[src/mafd_pkg.sv]
// Package for the misaligned access fixup decoder: flags, class table, stage and result types.
`default_nettype none

package mafd_pkg;

	localparam logic [7:0] FL_LOAD  = 8'h01;
	localparam logic [7:0] FL_STORE = 8'h02;
	localparam logic [7:0] FL_SEXT  = 8'h04;
	localparam logic [7:0] FL_FLOAT = 8'h08;
	localparam logic [7:0] FL_UPD   = 8'h10;
	localparam logic [7:0] FL_MULTI = 8'h20;
	localparam logic [7:0] FL_SWAP  = 8'h40;
	localparam logic [7:0] FL_HARD  = 8'h80;

	localparam logic [6:0] CLASS_DCBZ = 7'h5f;

	// word index of the index source configuration register
	localparam logic REG_INDEX_SOURCE = 1'b0;

	typedef enum logic [1:0] {
		ST_DONE      = 2'd0,
		ST_REFUSED   = 2'd1,
		ST_ZERO_LINE = 2'd2,
		ST_FLOAT     = 2'd3
	} status_t;

	typedef struct packed {
		logic [3:0] len;
		logic [7:0] fl;
	} class_info_t;

	typedef struct packed {
		logic [3:0]  len;
		logic [7:0]  fl;
		logic        is_dcbz;
		logic [4:0]  rd;
		logic [4:0]  ra;
		logic [31:0] addr;
		logic [31:0] mem;
		logic [31:0] rv;
	} s2_t;

	typedef struct packed {
		status_t     status;
		logic        is_store;
		logic [3:0]  access_length;
		logic [4:0]  data_reg;
		logic        reg_write_enable;
		logic [31:0] reg_write_data;
		logic [31:0] store_data;
		logic        update_enable;
		logic [4:0]  update_reg;
		logic [31:0] update_value;
		logic [31:0] zero_line_base;
	} result_t;

	function automatic class_info_t class_info(input logic [6:0] cls);
		class_info_t ci;
		ci = '0;
		unique case (cls)
			7'h00: ci = '{4'd4, FL_LOAD};
			7'h02: ci = '{4'd4, FL_STORE};
			7'h04: ci = '{4'd2, FL_LOAD};
			7'h05: ci = '{4'd2, FL_LOAD | FL_SEXT};
			7'h06: ci = '{4'd2, FL_STORE};
			7'h07: ci = '{4'd4, FL_LOAD | FL_MULTI};
			7'h08: ci = '{4'd4, FL_LOAD | FL_FLOAT | FL_SWAP};
			7'h09: ci = '{4'd8, FL_LOAD | FL_FLOAT};
			7'h0a: ci = '{4'd4, FL_STORE | FL_FLOAT | FL_SWAP};
			7'h0b: ci = '{4'd8, FL_STORE | FL_FLOAT};
			7'h10: ci = '{4'd4, FL_LOAD | FL_UPD};
			7'h12: ci = '{4'd4, FL_STORE | FL_UPD};
			7'h14: ci = '{4'd2, FL_LOAD | FL_UPD};
			7'h15: ci = '{4'd2, FL_LOAD | FL_SEXT | FL_UPD};
			7'h16: ci = '{4'd2, FL_STORE | FL_UPD};
			7'h17: ci = '{4'd4, FL_STORE | FL_MULTI};
			7'h18: ci = '{4'd4, FL_LOAD | FL_FLOAT | FL_SWAP | FL_UPD};
			7'h19: ci = '{4'd8, FL_LOAD | FL_FLOAT | FL_UPD};
			7'h1a: ci = '{4'd4, FL_STORE | FL_FLOAT | FL_SWAP | FL_UPD};
			7'h1b: ci = '{4'd8, FL_STORE | FL_FLOAT | FL_UPD};
			7'h28: ci = '{4'd0, FL_LOAD | FL_HARD};
			7'h29: ci = '{4'd0, FL_LOAD | FL_HARD};
			7'h2a: ci = '{4'd0, FL_STORE | FL_HARD};
			7'h2b: ci = '{4'd0, FL_STORE | FL_HARD};
			7'h42: ci = '{4'd0, FL_STORE | FL_HARD};
			7'h48: ci = '{4'd4, FL_LOAD | FL_SWAP};
			7'h4a: ci = '{4'd4, FL_STORE | FL_SWAP};
			7'h4c: ci = '{4'd2, FL_LOAD | FL_SWAP};
			7'h4e: ci = '{4'd2, FL_STORE | FL_SWAP};
			7'h5f: ci = '{4'd0, FL_STORE | FL_HARD};
			7'h60: ci = '{4'd4, FL_LOAD};
			7'h62: ci = '{4'd4, FL_STORE};
			7'h64: ci = '{4'd2, FL_LOAD};
			7'h65: ci = '{4'd2, FL_LOAD | FL_SEXT};
			7'h66: ci = '{4'd2, FL_STORE};
			7'h68: ci = '{4'd4, FL_LOAD | FL_FLOAT | FL_SWAP};
			7'h69: ci = '{4'd8, FL_LOAD | FL_FLOAT};
			7'h6a: ci = '{4'd4, FL_STORE | FL_FLOAT | FL_SWAP};
			7'h6b: ci = '{4'd8, FL_STORE | FL_FLOAT};
			7'h70: ci = '{4'd4, FL_LOAD | FL_UPD};
			7'h72: ci = '{4'd4, FL_STORE | FL_UPD};
			7'h74: ci = '{4'd2, FL_LOAD | FL_UPD};
			7'h75: ci = '{4'd2, FL_LOAD | FL_SEXT | FL_UPD};
			7'h76: ci = '{4'd2, FL_STORE | FL_UPD};
			7'h78: ci = '{4'd4, FL_LOAD | FL_FLOAT | FL_SWAP | FL_UPD};
			7'h79: ci = '{4'd8, FL_LOAD | FL_FLOAT | FL_UPD};
			7'h7a: ci = '{4'd4, FL_STORE | FL_FLOAT | FL_SWAP | FL_UPD};
			7'h7b: ci = '{4'd8, FL_STORE | FL_FLOAT | FL_UPD};
			default: ci = '0;
		endcase
		return ci;
	endfunction

endpackage

`default_nettype wire

[src/mafd_format.sv]
// Result formation from the looked-up class: status, load value, store data, base update, zero line base.
`default_nettype none

module mafd_format #(
	parameter int LINE_BYTES = 32
) (
	input  wire mafd_pkg::s2_t     s2,
	output mafd_pkg::result_t      res
);

	localparam int OFF_W = $clog2(LINE_BYTES);

	logic [7:0]  fl_nu;
	logic [15:0] hw;
	logic        ok;
	logic        fp;
	logic        half;

	always_comb begin
		fl_nu = s2.fl & ~mafd_pkg::FL_UPD;
		hw    = s2.mem[31:16];
		half  = (s2.len == 4'd2);
		ok    = 1'b0;
		fp    = 1'b0;
		res   = '0;
		res.status = mafd_pkg::ST_REFUSED;
		if (s2.len == 4'd0) begin
			if (s2.is_dcbz) begin
				res.status         = mafd_pkg::ST_ZERO_LINE;
				res.is_store       = 1'b1;
				res.zero_line_base = {s2.addr[31:OFF_W], OFF_W'(0)};
			end
		end else if ((s2.fl & mafd_pkg::FL_MULTI) == 8'h00) begin
			ok = 1'b1;
			case (fl_nu) inside
				mafd_pkg::FL_LOAD | mafd_pkg::FL_SEXT: begin
					res.reg_write_data   = {{16{hw[15]}}, hw};
					res.reg_write_enable = 1'b1;
				end
				mafd_pkg::FL_LOAD: begin
					res.reg_write_data   = half ? {16'h0000, hw} : s2.mem;
					res.reg_write_enable = 1'b1;
				end
				mafd_pkg::FL_LOAD | mafd_pkg::FL_SWAP: begin
					res.reg_write_data   = half ? {16'h0000, hw[7:0], hw[15:8]} :
						{s2.mem[7:0], s2.mem[15:8], s2.mem[23:16], s2.mem[31:24]};
					res.reg_write_enable = 1'b1;
				end
				mafd_pkg::FL_STORE: begin
					res.store_data = s2.rv;
				end
				mafd_pkg::FL_STORE | mafd_pkg::FL_SWAP: begin
					res.store_data = half ? {s2.rv[31:16], s2.rv[7:0], s2.rv[15:8]} :
						{s2.rv[7:0], s2.rv[15:8], s2.rv[23:16], s2.rv[31:24]};
				end
				mafd_pkg::FL_LOAD | mafd_pkg::FL_FLOAT,
				mafd_pkg::FL_STORE | mafd_pkg::FL_FLOAT,
				mafd_pkg::FL_LOAD | mafd_pkg::FL_FLOAT | mafd_pkg::FL_SWAP,
				mafd_pkg::FL_STORE | mafd_pkg::FL_FLOAT | mafd_pkg::FL_SWAP: begin
					fp = 1'b1;
				end
				default: begin
					ok = 1'b0;
				end
			endcase
			if (ok) begin
				res.status        = fp ? mafd_pkg::ST_FLOAT : mafd_pkg::ST_DONE;
				res.is_store      = (s2.fl & mafd_pkg::FL_STORE) != 8'h00;
				res.access_length = s2.len;
				res.data_reg      = s2.rd;
				if ((s2.fl & mafd_pkg::FL_UPD) != 8'h00) begin
					res.update_enable = 1'b1;
					res.update_reg    = s2.ra;
					res.update_value  = s2.addr;
				end
			end
		end
	end

endmodule

`default_nettype wire

[src/misaligned_access_fixup_decoder.sv]
// Top level of the misaligned access fixup decoder: index decode, table lookup, result stage.
// The three-stage pipeline registers decode, table lookup and formatting before result_valid.
// Throughput: one item per cycle unless item_stall; empty stages fill under result_stall.
// item_stall rises only when all three stages hold items and the result is stalled.
// Reset: arst_n clears the stage valid bits and index_source; payload registers are not reset.
`default_nettype none

module misaligned_access_fixup_decoder #(
	parameter int LINE_BYTES = 32
) (
	input  wire         clk,
	input  wire         arst_n,
	input  wire         psel,
	input  wire         penable,
	input  wire         pwrite,
	input  wire  [2:0]  paddr,
	input  wire  [31:0] pwdata,
	output logic [31:0] prdata,
	output logic        pready,
	input  wire         item_valid,
	output logic        item_stall,
	input  wire  [31:0] instruction_word,
	input  wire  [31:0] dsisr_value,
	input  wire  [31:0] fault_address,
	input  wire  [31:0] memory_bytes,
	input  wire  [31:0] register_value,
	output logic        result_valid,
	input  wire         result_stall,
	output logic [1:0]  status,
	output logic        is_store,
	output logic [3:0]  access_length,
	output logic [4:0]  data_reg,
	output logic        reg_write_enable,
	output logic [31:0] reg_write_data,
	output logic [31:0] store_data,
	output logic        update_enable,
	output logic [4:0]  update_reg,
	output logic [31:0] update_value,
	output logic [31:0] zero_line_base
);

	localparam int OFF_W = $clog2(LINE_BYTES);

	logic index_source_q;
	logic cfg_wr;

	logic v_s1, v_s2, v_s3;
	logic en1, en2, en3;

	logic [6:0] cls_d;
	logic [4:0] rd_d, ra_d;

	logic [6:0]  cls_s1;
	logic [4:0]  rd_s1, ra_s1;
	logic [31:0] addr_s1, mem_s1, rv_s1;

	mafd_pkg::class_info_t ci;
	mafd_pkg::s2_t         st_s2;
	mafd_pkg::result_t     res_d;
	mafd_pkg::result_t     res_s3;

	// configuration port
	assign pready = 1'b1;
	assign cfg_wr = psel && penable && pwrite && pready;

	always_ff @(posedge clk or negedge arst_n) begin
		if (!arst_n) begin
			index_source_q <= 1'b0;
		end else if (cfg_wr && paddr[2] == mafd_pkg::REG_INDEX_SOURCE) begin
			index_source_q <= pwdata[0];
		end
	end

	always_comb begin
		prdata = '0;
		if (paddr[2] == mafd_pkg::REG_INDEX_SOURCE) begin
			prdata = {31'd0, index_source_q};
		end
	end

	// stage enables
	assign en3        = !v_s3 || !result_stall;
	assign en2        = !v_s2 || en3;
	assign en1        = !v_s1 || en2;
	assign item_stall = !en1;

	always_ff @(posedge clk or negedge arst_n) begin
		if (!arst_n) begin
			v_s1 <= 1'b0;
			v_s2 <= 1'b0;
			v_s3 <= 1'b0;
		end else begin
			if (en1) v_s1 <= item_valid;
			if (en2) v_s2 <= v_s1;
			if (en3) v_s3 <= v_s2;
		end
	end

	// class index decode
	always_comb begin
		if (!index_source_q) begin
			rd_d = instruction_word[25:21];
			ra_d = instruction_word[20:16];
			if (instruction_word[31:30] == 2'b10) begin
				cls_d = {2'b00, instruction_word[26], instruction_word[30:27]};
			end else begin
				cls_d = {instruction_word[2:1], instruction_word[6], instruction_word[10:7]};
			end
		end else begin
			rd_d  = dsisr_value[9:5];
			ra_d  = dsisr_value[4:0];
			cls_d = dsisr_value[16:10];
		end
	end

	always_ff @(posedge clk) begin
		if (en1 && item_valid) begin
			cls_s1  <= cls_d;
			rd_s1   <= rd_d;
			ra_s1   <= ra_d;
			addr_s1 <= fault_address;
			mem_s1  <= memory_bytes;
			rv_s1   <= register_value;
		end
	end

	// table lookup
	assign ci = mafd_pkg::class_info(cls_s1);

	always_ff @(posedge clk) begin
		if (en2 && v_s1) begin
			st_s2.len     <= ci.len;
			st_s2.fl      <= ci.fl;
			st_s2.is_dcbz <= (cls_s1 == mafd_pkg::CLASS_DCBZ);
			st_s2.rd      <= rd_s1;
			st_s2.ra      <= ra_s1;
			st_s2.addr    <= addr_s1;
			st_s2.mem     <= mem_s1;
			st_s2.rv      <= rv_s1;
		end
	end

	// result formation
	mafd_format #(
		.LINE_BYTES(LINE_BYTES)
	) u_format (
		.s2 (st_s2),
		.res(res_d)
	);

	always_ff @(posedge clk) begin
		if (en3 && v_s2) begin
			res_s3 <= res_d;
		end
	end

	assign result_valid     = v_s3;
	assign status           = res_s3.status;
	assign is_store         = res_s3.is_store;
	assign access_length    = res_s3.access_length;
	assign data_reg         = res_s3.data_reg;
	assign reg_write_enable = res_s3.reg_write_enable;
	assign reg_write_data   = res_s3.reg_write_data;
	assign store_data       = res_s3.store_data;
	assign update_enable    = res_s3.update_enable;
	assign update_reg       = res_s3.update_reg;
	assign update_value     = res_s3.update_value;
	assign zero_line_base   = res_s3.zero_line_base;

	a_stall_only_when_full: assert property (@(posedge clk) disable iff (!arst_n)
		item_stall |-> (v_s1 && v_s2 && v_s3 && result_stall))
		else $error("item_stall raised with room in the pipeline");

	a_refused_clean: assert property (@(posedge clk) disable iff (!arst_n)
		(result_valid && status == mafd_pkg::ST_REFUSED) |->
		(access_length == 4'd0 && !is_store && !update_enable && !reg_write_enable))
		else $error("refused item carries access fields");

	a_load_write_done: assert property (@(posedge clk) disable iff (!arst_n)
		(result_valid && reg_write_enable) |-> (status == mafd_pkg::ST_DONE && !is_store))
		else $error("register write outside an integer load");

	a_line_aligned: assert property (@(posedge clk) disable iff (!arst_n)
		result_valid |-> (zero_line_base[OFF_W-1:0] == '0))
		else $error("zero_line_base not line aligned");

endmodule

`default_nettype wire

[config.mk]
export PLATFORM = sky130hd
export DESIGN_NAME = misaligned_access_fixup_decoder
export DESIGN_NICKNAME = d
export VERILOG_FILES = /design/src/mafd_pkg.sv /design/src/mafd_format.sv /design/src/misaligned_access_fixup_decoder.sv
export SDC_FILE = /design/constraint.sdc
export NUM_CORES = 1
export LEC_CHECK = 0
export ABC_AREA = 1
export BUFFER_PORTS_ARGS = -buffer_cell sky130_fd_sc_hd__buf_2
export CAP_MARGIN = 20
export CORE_ASPECT_RATIO = 0.75
export CORE_MARGIN = 10
export CORE_UTILIZATION = 50
export CTS_CLUSTER_DIAMETER = 50
export DETAILED_ROUTE_END_ITERATION = 10
export PLACE_DENSITY = 0.78
export SYNTH_ARGS = -nofsm -noshare
export SYNTH_HDL_FRONTEND = slang
export SYNTH_SLANG_ARGS = --single-unit
[constraint.sdc]
create_clock -name clk -period 11.7 [get_ports clk]
set_clock_uncertainty 0.1 [all_clocks]
set_input_delay 0.585 -clock clk [delete_from_list [all_inputs] [get_ports clk]]
set_output_delay 0.585 -clock clk [all_outputs]
set_load 0.05 [all_outputs]
# Word level (Yosys, flattened, before mapping)
# Memory sizes are Yosys's and may differ from the RTL's. A register that Yosys moved wholly into a read port is not among the register bits.
# Index checks and enable logic that the tools add are counted.
# word_totals
regBits	375
latch_bits	0
ram_bits	0
romBits	1408
inputBits	202
output_inout_bits	182
wordCells	106
mem_count	1
# mem_list
name	depth	word_bits	read_ports	rd_clocked_by_memory_dff	write_ports	line	text
(name not given)	128	11	1	1	0	mafd_pkg.sv:60	unique case (cls)
# op_classes
n_addsub	0
mul	0
n_div	0
magnitude_cmp	0
eq_ne	12
shift	0
mux	38
bitwise_logic	4
reduce_logical	22
# ops
op	count
2-to-1 mux 32 bit	8
2-to-1 mux 115 bit	1
2-to-1 mux 33 bit	3
2-to-1 mux 38 bit	2
equality test 7 x 6 -> 1 bit, second input constant	4
2-to-1 mux 1 bit	16
equality test 7 x 4 -> 1 bit, second input constant	2
2-to-1 mux 7 bit	2
2-to-1 mux 12 bit	1
2-to-1 mux 5 bit	2
logical NOT 8 bit	1
OR reduction 4 bit	2
equality test 7 x 1 -> 1 bit, second input constant	1
equality test 7 x 2 -> 1 bit, second input constant	1
equality test 7 x 3 -> 1 bit, second input constant	1
equality test 7 bit, second input constant	1
logical AND 1 bit	6
2-to-1 mux 3 bit	2
logical NOT 1 bit	5
OR reduction 5 bit	1
equality test 4 x 2 -> 1 bit, second input constant	1
logical NOT 4 bit	1
NOT 1 bit	4
logical OR 1 bit	3
other kinds (5)	5

# Longest topological paths before layout
# Gate-level depths: netlist (run 1).
# logic_depth
depth_word	14
depth_mapped	11
ltp_nobuf	9

# Modules after synthesis
# From an unflattened synthesis (run 1), not the netlist that was laid out.
# unflattened
hier_cells	1191
area_unflattened_um2	15275.9
# modules_own_cells
mod	instances	cells_per_inst	area_per_inst_um2	seq_area_each_um2
misaligned_access_fixup_decoder	1	571	12383.1	11451.0
mafd_format	1	620	2892.8	0.0

# Worst setup path after synthesis (run 1)
# OpenSTA, ideal clock, no wires.
# synth_timing
kind	register -> register
start	register v_s3, in the netlist result_valid
end	register res_s3, in the netlist access_length[1] (enable)
setup_time_ns	0.687
arrival_time_ns	7.464
required_time_ns	10.913
slack_ns	3.448
stages_incl_launch_ff	2
n_path_buf	0
period_less_slack_ns	8.252
path_cell_list	dfrtp_1 > a21oi_1
# synth_between
elab_chain_len	3
# synth_lines
element	line	text
start, declared	misaligned_access_fixup_decoder.sv:47	logic v_s1, v_s2, v_s3;
start signal, assigned	misaligned_access_fixup_decoder.sv:95	if (en3) v_s3 <= v_s2;
logical NOT 1 bit	misaligned_access_fixup_decoder.sv:82	assign en3 = !v_s3 || !result_stall;
logical OR 1 bit	misaligned_access_fixup_decoder.sv:82	
logical AND 1 bit	misaligned_access_fixup_decoder.sv:152	if (en3 && v_s2) begin
end signal, assigned	misaligned_access_fixup_decoder.sv:153	res_s3 <= res_d;
end, declared	misaligned_access_fixup_decoder.sv:60	mafd_pkg::result_t res_s3;
# Every way passes these cells.
# A chain may end at the register's enable or synchronous reset.

# Worst setup path after layout (run 1)
# layout_timing
start	register st_s2[118] (netlist name)
end	register res_s3, in the netlist store_data[19], data pin
# layout_between
elab_chain_len	4
elab_cells_between_ends	6
classes_between	eq/ne (1); mux (3); reduce/logical (2)
# layout_lines
element	line	text
equality test 4 x 2 -> 1 bit	mafd_format.sv:22	half = (s2.len == 4'd2);
2-to-1 mux 32 bit	mafd_format.sv:53	res.store_data = half ? {s2.rv[31:16], s2.rv[7:0], s2.rv[15:8]} :
2-to-1 mux 32 bit (2 in series)	mafd_format.sv:35	case (fl_nu) inside
# Parallel ways exist; a longest one is shown, timed or not.

==> results of run 1 <==
[path summary, 6_finish.rpt]
kind | cells after the start | slack, ps | startpoint | endpoint
max in group asynchronous | 2 | 11070 | arst_n | index_source_q$_DFFE_PN0P_
min reg2reg | 0 | 310 | mem_s1[10]$_DFFE_PP_ | st_s2[42]$_DFFE_PP_
min | 1 | 130 | memory_bytes[3] | mem_s1[3]$_DFFE_PP_
max reg2reg | 6 | 8440 | st_s2[118]$_DFFE_PP_ | store_data[19]$_SDFFCE_PP0P_
max | 6 | 8440 | st_s2[118]$_DFFE_PP_ | store_data[19]$_SDFFCE_PP0P_
min in group asynchronous | 2 | 300 | arst_n | v_s1$_DFFE_PN0N_
[power groups by stage]
stage	logic [uW]	clock network, uW	registers, uW
2_1_floorplan	175	0	1860
3_3_place_gp	431	0	1700
3_5_place_dp	439	0	1700
4_1_cts	441	1190	1670
5_1_grt	470	1240	1680
6_report	438	1160	1670
[what timing repair did]
item / CTS / global route
hold buffers: 1 / 0
endpoints found under the hold margin: 4 / 0
setup buffers: 0 / 0
gates resized for setup: 0 / 0
setup endpoints to repair: 0 / 0
[cells in the mapped netlist (all sizes together)]
cell type	instances
o211ai	16
nand3b	1
a31oi	4
dfrtp	4
nand4	23
nor4	1
clkbuf	19
edfxtp	372
nand3	18
o311ai	1
inv	111
nor3	19
nand2	130
o21a	1
buf	56
a21oi	36
nor2	183
clkinv	2
conb	2
o21ai	71
a21o	1
a211oi	1
o32ai	1
[cell type report]
type,instances,share of cell area
clock inverter,24,0.009417
tap,385,0.02768
antenna,3,0.0004313
inverter,113,0.02451
clock buffer,46,0.06002
sequential,376,0.6475
multi-input combinational,545,0.1436
timing repair buffer,297,0.08684
[kinds of logic (layout without fill, tap and decap cells)]
family                 Yosys count  after routing
flip-flops                     376            376
buffers and inverters          188            480
other                            2             41
AND/OR/NAND/NOR                375            375
AO/OA/AOI/OAI                  132            132
[critical path, stage by stage, from the launching register on]
cell	delay, ps
sky130_fd_sc_hd__edfxtp_1	380
sky130_fd_sc_hd__nor2_1	250
sky130_fd_sc_hd__nand2_1	90
sky130_fd_sc_hd__nand2_1	150
sky130_fd_sc_hd__clkinv_1	780
sky130_fd_sc_hd__nand3_1	980
sky130_fd_sc_hd__nor3_1	210
[routing by layer]
| metal | GRT usage | share of wire | vias up |
|---|---|---|---|
| met4 | 0.05308 | 0.019 | 0 |
| met5 | 0 | 0 | - |
| met2 | 0.2801 | 0.46 | 460 |
| met3 | 0.04861 | 0.095 | 48 |
| li1 | - | - | 4260 |
| met1 | 0.2419 | 0.43 | 4260 |
[metrics by stage]
| step | power, uW | hold slack [ps] | utilization | cells | area, um2 |
|---|---|---|---|---|---|
| finish | 3267 | 133.8 | 0.6147 | 1789 | 17410 |
| floorplan | 2032 | 189.4 | - | 1109 | 14640 |
| CTS | 3300 | 98.33 | 0.6144 | 1786 | 17400 |
| global route | 3395 | 106.2 | 0.6145 | 1787 | 17400 |
| detailed placement | 2139 | 302.8 | 0.5714 | 1715 | 16180 |
| global placement | 2126 | 300.4 | 0.5714 | 1715 | 16180 |
==> results by group, run 1 <==
Worst setup path
  – Crit path required time: 11,810 ps
  – Crit path launch type: register
  – Class of the most critical setup path: register to register
  – Critical Path Fanout Max: 37
  – Endpoint type of the worst setup path: register
  – Data arrival time of the worst path: 3370 ps

Power and ir drop
  – Leakage power summed over all cells: 0.007218 uW
  – Power per Cell Area: 187.7 nW/um2
  – Clock Power Share: 0.354
  – Psw: 895.6 uW
  – Seq pwr share: 0.512
  – Highest ir drop seen on vdd: 126.8 uV
  – Cell-internal power: 2371 uW
  – Relative contribution of combinational cells to total power: 0.134
  – Proportion of total power due to net switching: 0.2742

Synth
  – Post-synth cell types: 33
  – Yosys top cell by area: sky130_fd_sc_hd__edfxtp_1
  – Mean cell area of the mapped netlist: 13.52 um2
  – Simple-gate share of the synthesized area: 0.1110
  – Xor and xnor area share after synthesis: 0
  – Mapped cell area: 14,500 um2
  – Dominant combinational cell family by area after synthesis: simple AND/OR/NAND/NOR gates
  – Count of yosys warnings during synthesis: 0
  – Post-synthesis register bit count: 376
  – Portion of the post-synthesis area used by sequential elements: 0.7772
  – Area share of the largest cell type after synthesis: 0.7703
  – Share of the synthesized area in compound gates (AO/OA/AOI/OAI): 0.04995
  – Synth top area cells: sky130_fd_sc_hd__edfxtp_1, sky130_fd_sc_hd__nor2_1, sky130_fd_sc_hd__nand2_1
  – Adder-cell area share of the yosys netlist: 0
  – Proportion of synthesized area in mux cells: 0
  – Count of mapped cells out of synthesis: 1,073

Timing
  – Final Hold Viols: 0
  – Finish-stage setup viols: 0
  – Min Clock Period, post-route: 3261 ps
  – Relative slew slack: 0.2407
  – Fin crit share: 0.2787
  – Fin worst setup slack: 8439 ps
  – Unrepaired setup endpoints after global routing: no
  – Max frequency: 306.7 MHz
  – Slew at the pin closest to its max-slew limit: 1133 ps
  – Final Max Tran Viols: 0
  – Setup TNS after final layout: 0 ps

Place
  – Detailed Place HPWL: 23.60 mm
  – Placement-stage worst setup slack: 8445 ps
  – IO buf count: 288
  – GP Congestion: 0.8505

Worst hold path
  – Tightest Hold Check Type: input port to register

Floorplanning
  – Total Die Area: 36,290 um2
  – Number of top-level design ports: 384
  – Width of the die: 216.7 um
  – Starting Density: 0.5122
  – Core region area: 28,320 um2
  – DIE HEIGHT: 167.5 um
  – FP Rows: 53

Global route
  – Initial antenna violation count: 3
  – Pin count of the biggest net entering global routing: 83
  – Grt total ovfl: 0
  – Global-route wire length before repair: 50.98 mm
  – Global-route total usage across every layer: 0.1793
  – Vias in the first global route: 8,985

Final layout
  – Layout filler cell count: 2,142
  – Area of the multi-input gates: 2499 um2
  – Area growth from synthesis to layout: 20.02%
  – Most common cell after layout, fill and taps aside: sky130_fd_sc_hd__edfxtp_1
  – Area taken by flip-flops and latches: 11,270 um2
  – Final layout net count: 1,573
  – Number of flip-flops under the largest register name: 118
  – Share of post-route cells with drive strength above 1: 0.2784
  – Most frequent cells in the layout: sky130_fd_sc_hd__edfxtp_1, sky130_fd_sc_hd__buf_2, sky130_fd_sc_hd__nor2_1
  – Biggest register: st_s2

Clock network
  – Skew-Pair Late Insertion Delay: 520 ps
  – TritonCTS clock tree: built
  – Cell chosen for the clock root: sky130_fd_sc_hd__clkbuf_16
  – Num Clock Sinks: 376
  – Clock-pin slew reported for the worst setup and hold paths after clock tree synthesis: 60 ps
  – H-tree depth: 2
  – Number of buffers on the longest clock path: 3
  – Number of CTS-inserted buffers: 38

Route
  – Remaining design rule violation count: 0
  – Detailed Routing Iterations Pass 1: 6
  – Number of nets with antenna violations after routing: 0
  – Vias per cell: 5.046
  – Final Routed Wirelength: 33.57 mm
  – Routed WL per cell: 18.76 um
  – Initial DRC Count: 1,127
  – Number of vias in the routed layout: 9,028

Job
  – Max Cap Viol: 0

Run status
  – Status: finished, final reports clean
Power figures use the tool's default switching activity.
==> inputs of run 2 (changes only) <==
==> constraint.sdc (replaced) <==
create_clock -name clk -period 3.1 [get_ports clk]
set_clock_uncertainty 0.1 [all_clocks]
set_input_delay 0.155 -clock clk [delete_from_list [all_inputs] [get_ports clk]]
set_output_delay 0.155 -clock clk [all_outputs]
set_load 0.05 [all_outputs]
==> results by group, run 2 (same netlist as run 1, synthesis figures left out) <==
Floorplanning
  – Number of top-level design ports: 384
  – DIE HEIGHT: 167.5 um
  – Total Die Area: 36,290 um2
  – FP Rows: 53
  – Starting Density: 0.5122
  – Width of the die: 216.7 um
  – Core region area: 28,320 um2

Final layout
  – Final layout net count: 1,717
  – Post-route non-filler standard cell count: 1,929
  – Number of flip-flops under the largest register name: 118
  – Most common cell after layout, fill and taps aside: sky130_fd_sc_hd__edfxtp_1
  – Most frequent cells in the layout: sky130_fd_sc_hd__edfxtp_1, sky130_fd_sc_hd__buf_2, sky130_fd_sc_hd__nor2_1
  – Share of post-route cells with drive strength above 1: 0.2607
  – Area growth from synthesis to layout: 30.45%
  – Biggest register: st_s2

Timing
  – Fin crit share: 0.8881
  – Unrepaired setup endpoints after global routing: no
  – Setup TNS after final layout: 0 ps
  – Slew at the pin closest to its max-slew limit: 928.5 ps
  – Max frequency: 363.2 MHz
  – Finish-stage setup viols: 0
  – Min Clock Period, post-route: 2753 ps
  – Final Max Tran Viols: 0
  – Relative slew slack: 0.3810
  – Final Hold Viols: 0

Clock network
  – Post-CTS setup buffers: 0
  – Num Clock Sinks: 376
  – Skew-Pair Late Insertion Delay: 500 ps
  – Number of CTS-inserted buffers: 38
  – H-tree depth: 2
  – Cell chosen for the clock root: sky130_fd_sc_hd__clkbuf_16
  – TritonCTS clock tree: built
  – Clock-pin slew reported for the worst setup and hold paths after clock tree synthesis: 60 ps
  – Number of buffers on the longest clock path: 3

Worst setup path
  – Crit path launch type: register
  – Minimum setup slack among reg-to-reg paths: 350 ps
  – Delay contributed by the slowest stage of the critical path: 820 ps
  – Kind of cell adding the most delay to the critical path: simple AND/OR/NAND/NOR gates
  – Critical path launch point: st_s2[112]$_SDFFCE_PP0P_
  – Data arrival time of the worst path: 2910 ps
  – Reg-to-reg endpoint: reg_write_data[6]$_SDFFCE_PP0P_
  – Slowest stage cell on the critical path: sky130_fd_sc_hd__nand2_1
  – Class of the most critical setup path: register to register
  – Reg2reg path depth: 7
  – Series of cell instances along the critical path: nor2_2, nand2_2, clkinv_1, nand2_1, o21ai_0, a21oi_1, nor2_1
  – Critical Path Fanout Max: 30
  – Source of the worst register-to-register timing path: st_s2[112]$_SDFFCE_PP0P_
  – Buffer and inverter count on the worst path: 1
  – Endpoint type of the worst setup path: register
  – Crit path required time: 3250 ps

Route
  – Number of vias in the routed layout: 9,610
  – Detailed Routing Iterations Pass 1: 7
  – Final Routed Wirelength: 34.92 mm
  – Vias per cell: 4.982
  – Number of nets with antenna violations after routing: 0
  – Routed WL per cell: 18.10 um
  – Remaining design rule violation count: 0
  – Initial DRC Count: 1,212

Global route
  – Grt total ovfl: 0
  – Initial antenna violation count: 2
  – Pin count of the biggest net entering global routing: 142
  – Global-route total usage across every layer: 0.1867
  – Global-route wire length before repair: 53.58 mm
  – Vias in the first global route: 9,715

Worst hold path
  – Cells on Worst Hold Path: 2
  – Worst hold endpoint: rv_s1[25]$_DFFE_PP_
  – Startpoint of the most critical hold path: register_value[25]
  – Tightest Hold Check Type: input port to register

Power and ir drop
  – Power per Cell Area: 671.9 nW/um2
  – Design Power: 12,710 uW
  – Leakage power summed over all cells: 0.007858 uW
  – Highest ir drop seen on vdd: 370.4 uV

Place
  – Detailed Place HPWL: 23.28 mm
  – IO buf count: 288
  – Count of placed standard cells including taps: 1,723
  – GP Congestion: 0.8660

Run status
  – Status: finished, final reports clean

Job
  – Max Cap Viol: 0
run 2: layer usage:
| layer | GRT usage | part of all wire | vias to the layer above |
|---|---|---|---|
| li1 | - | - | 4544 |
| met1 | 0.2413 | 0.40 | 4495 |
| met2 | 0.3078 | 0.48 | 507 |
| met3 | 0.04519 | 0.096 | 64 |
| met4 | 0.05490 | 0.023 | 0 |
| met5 | 0 | 0 | - |
run 2: worst max-delay path by stage:
stage	slack, ps	end	cells after the start
floorplan	-370	access_length[1]$_SDFFCE_PP0P_	1
global placement	610	reg_write_data[12]$_SDFFCE_PP0P_	7
detailed placement	470	reg_write_data[10]$_SDFFCE_PP0P_	7
CTS	460	reg_write_data[6]$_SDFFCE_PP0P_	7
global route	160	reg_write_data[6]$_SDFFCE_PP0P_	7
finish	350	reg_write_data[6]$_SDFFCE_PP0P_	7
run 2: timing repair:
item                                   in CTS  in global routing
hold buffers                              137                  0
endpoints found under the hold margin     121                  0
setup endpoints to repair                   0                  0
gates resized for setup                     0                  0
run 2: stage by stage:
stage | cell area [um2] | util | hold slack (ps) | worst slack (ps)
global placement | 16290 | 0.5753 | -128.7 | 610.1
finish | 18920 | 0.6681 | 253.8 | 346.8
detailed placement | 16290 | 0.5753 | -128.6 | 469.4
global route | 18920 | 0.6681 | 245.5 | 164.3
floorplan | 14670 | - | -240.6 | -374.9
CTS | 18910 | 0.6679 | 233.7 | 459.0
run 2: cell type report:
class	instances	area (um2)
sequential	376	11270
fill	1946	9398
timing repair buffer	441	2970
multi-input combinational	545	2509
clock buffer	46	1022
tap	385	481.7
inverter	113	427.9
clock inverter	21	230.2
antenna	2	5.005
run 2: power by group:
part	internal [uW]	switching, uW	total, uW
sequential	6140	177	6310
combinational	468	1390	1860
clock	2710	1830	4540
total	9310	3400	12700
run 2: worst reg2reg max path, stage by stage, from the launching register on:
cell,delay (ps)
sky130_fd_sc_hd__edfxtp_1,370
sky130_fd_sc_hd__nor2_2,70
sky130_fd_sc_hd__nand2_2,140
sky130_fd_sc_hd__clkinv_1,490
sky130_fd_sc_hd__nand2_1,820
sky130_fd_sc_hd__o21ai_0,240
sky130_fd_sc_hd__a21oi_1,220
sky130_fd_sc_hd__nor2_1,60
==> inputs of run 3 (changes only) <==
--- a/config.mk
+++ b/config.mk
@@ -8,12 +8,13 @@
 export ABC_AREA = 1
 export BUFFER_PORTS_ARGS = -buffer_cell sky130_fd_sc_hd__buf_2
 export CAP_MARGIN = 20
-export CORE_ASPECT_RATIO = 0.75
+export CORE_ASPECT_RATIO = 1.5
 export CORE_MARGIN = 10
 export CORE_UTILIZATION = 50
 export CTS_CLUSTER_DIAMETER = 50
 export DETAILED_ROUTE_END_ITERATION = 10
 export PLACE_DENSITY = 0.78
+export REMOVE_ABC_BUFFERS = 1
 export SYNTH_ARGS = -nofsm -noshare
 export SYNTH_HDL_FRONTEND = slang
 export SYNTH_SLANG_ARGS = --single-unit
==> results by group, run 3 (same netlist as run 1, synthesis figures left out) <==
Run status
  – Status: finished, final reports clean

Final layout
  – Number of flip-flops under the largest register name: 118
  – Share of post-route cells with drive strength above 1: 0.2567
  – Final layout net count: 1,712
  – Biggest register: st_s2
  – Design area: 18,800 um2
  – Most frequent cells in the layout: sky130_fd_sc_hd__edfxtp_1, sky130_fd_sc_hd__buf_2, sky130_fd_sc_hd__nor2_1
  – Area growth from synthesis to layout: 29.66%
  – Most common cell after layout, fill and taps aside: sky130_fd_sc_hd__edfxtp_1
  – Core occupancy in the finished layout: 0.6548

Clock network
  – Hold buffers post-CTS: 136
  – Skew-Pair Late Insertion Delay: 510 ps
  – CTS-repair resized insts: 0
  – TritonCTS clock tree: built
  – Cell chosen for the clock root: sky130_fd_sc_hd__clkbuf_16
  – Number of CTS-inserted buffers: 36
  – Post-CTS setup buffers: 0
  – Number of buffers on the longest clock path: 3
  – Num Clock Sinks: 376
  – H-tree depth: 2
  – Clock-pin slew reported for the worst setup and hold paths after clock tree synthesis: 60 ps

Timing
  – Fin crit share: 0.8161
  – Unrepaired setup endpoints after global routing: no
  – Setup TNS after final layout: 0 ps
  – Min Clock Period, post-route: 2530 ps
  – Final Max Tran Viols: 0
  – Fin worst setup slack: 570.1 ps
  – Slew at the pin closest to its max-slew limit: 880.2 ps
  – Final Hold Viols: 0
  – Relative slew slack: 0.4132
  – Finish-stage setup viols: 0
  – Max frequency: 395.3 MHz

Floorplanning
  – Core region area: 28,720 um2
  – Width of the die: 159.1 um
  – FP Rows: 76
  – DIE HEIGHT: 228.6 um
  – Starting Density: 0.5050
  – Number of top-level design ports: 384
  – Total Die Area: 36,360 um2

Worst setup path
  – Critical Path Fanout Max: 30
  – Series of cell instances along the critical path: inv_1, nand2_1, nor3_1, nand2_1, o21ai_0, nor2_1
  – Endpoint type of the worst setup path: register
  – Reg2reg path depth: 6
  – Class of the most critical setup path: register to register
  – Delay contributed by the slowest stage of the critical path: 590 ps
  – Crit path launch type: register
  – Slowest stage cell on the critical path: sky130_fd_sc_hd__nand2_1
  – Crit path top cell by count: sky130_fd_sc_hd__nand2_1
  – Data arrival time of the worst path: 2690 ps
  – Crit path required time: 3260 ps

Global route
  – Global-route total usage across every layer: 0.1891
  – Vias in the first global route: 10,180
  – Initial antenna violation count: 2
  – Pin count of the biggest net entering global routing: 60
  – Grt total ovfl: 0
  – Global-route wire length before repair: 55.18 mm

Power and ir drop
  – Power per Cell Area: 664.1 nW/um2
  – Highest ir drop seen on vdd: 621.7 uV
  – Leakage power summed over all cells: 0.007804 uW

Place
  – GP Congestion: 0.9430
  – Placement-stage worst setup slack: 623.2 ps
  – Post-place instance area: 16,280 um2
  – Detailed Place HPWL: 22.55 mm
  – IO buf count: 288

Route
  – Detailed Routing Iterations Pass 1: 6
  – Number of nets with antenna violations after routing: 0
  – Vias per cell: 5.082
  – Number of vias in the routed layout: 9,793
  – Initial DRC Count: 774
  – Final Routed Wirelength: 35.69 mm
  – Routed WL per cell: 18.52 um
  – Remaining design rule violation count: 0

Worst hold path
  – Cells on Worst Hold Path: 3
  – Tightest Hold Check Type: input port to register

Job
  – Max Cap Viol: 0
==> run 3: cell types whose count changed in the layout (fill, tap and decap cells not counted), moves of 2 or more <==
cell,change
sky130_fd_sc_hd__buf_4,-3
sky130_fd_sc_hd__clkbuf_1,-2
sky130_fd_sc_hd__clkbuf_16,-2
sky130_fd_sc_hd__clkbuf_8,-2
sky130_fd_sc_hd__clkinv_2,+2
sky130_fd_sc_hd__inv_8,-2
==> run 3: final timing paths <==
kind	start	end	slack (ps)
min in group asynchronous	arst_n	index_source_q$_DFFE_PN0P_	500
max in group asynchronous	arst_n	v_s2$_DFFE_PN0P_	2220
worst min register to register	rv_s1[29]$_DFFE_PP_	st_s2[29]$_DFFE_PP_	310
worst max-delay path	st_s2[108]$_DFFE_PP_	reg_write_data[13]$_SDFFCE_PP0P_	570
worst min-delay path	instruction_word[2]	cls_s1[6]$_DFFE_PP_	40
worst max register to register	st_s2[108]$_DFFE_PP_	reg_write_data[13]$_SDFFCE_PP0P_	570
==> run 3: area by class of cell <==
cell class	instances	area (um2)
antenna	2	5.005
clock buffer	40	937.1
clock inverter	23	220.2
fill	1991	9913
inverter	113	426.7
multi-input combinational	545	2499
sequential	376	11270
tap	390	488.0
timing repair buffer	438	2958
==> run 3: stage by stage <==
| step | total power [uW] | std cells | hold WS, ps |
|---|---|---|---|
| floorplan | 7608 | 1034 | -240.6 |
| global placement | 8027 | 1726 | -136.6 |
| detailed placement | 8082 | 1726 | -131.9 |
| CTS | 12520 | 1925 | 2.201 |
| global route | 12920 | 1927 | 12.82 |
| finish | 12490 | 1927 | 40.71 |
==> run 3: power by group <==
| group | total [uW] | switching (uW) | internal, uW |
|---|---|---|---|
| registers | 6300 | 173 | 6130 |
| logic | 1880 | 1410 | 468 |
| clock network | 4300 | 1840 | 2460 |
==> run 3: critical path, delay by kind of cell (launching register included) <==
family	cells	cell delay [ps]
AOI/OAI and AO/OA	1	470
buffers and inverters	1	90
DFF	1	450
and+or+nand+nor	4	1150
==> run 3: routing by layer <==
metal,global-route usage,up-vias,share of wire
li1,-,4528,-
met1,0.2038,4630,0.35
met2,0.3413,529,0.52
met3,0.05173,106,0.083
met4,0.07869,0,0.040
met5,0,-,0
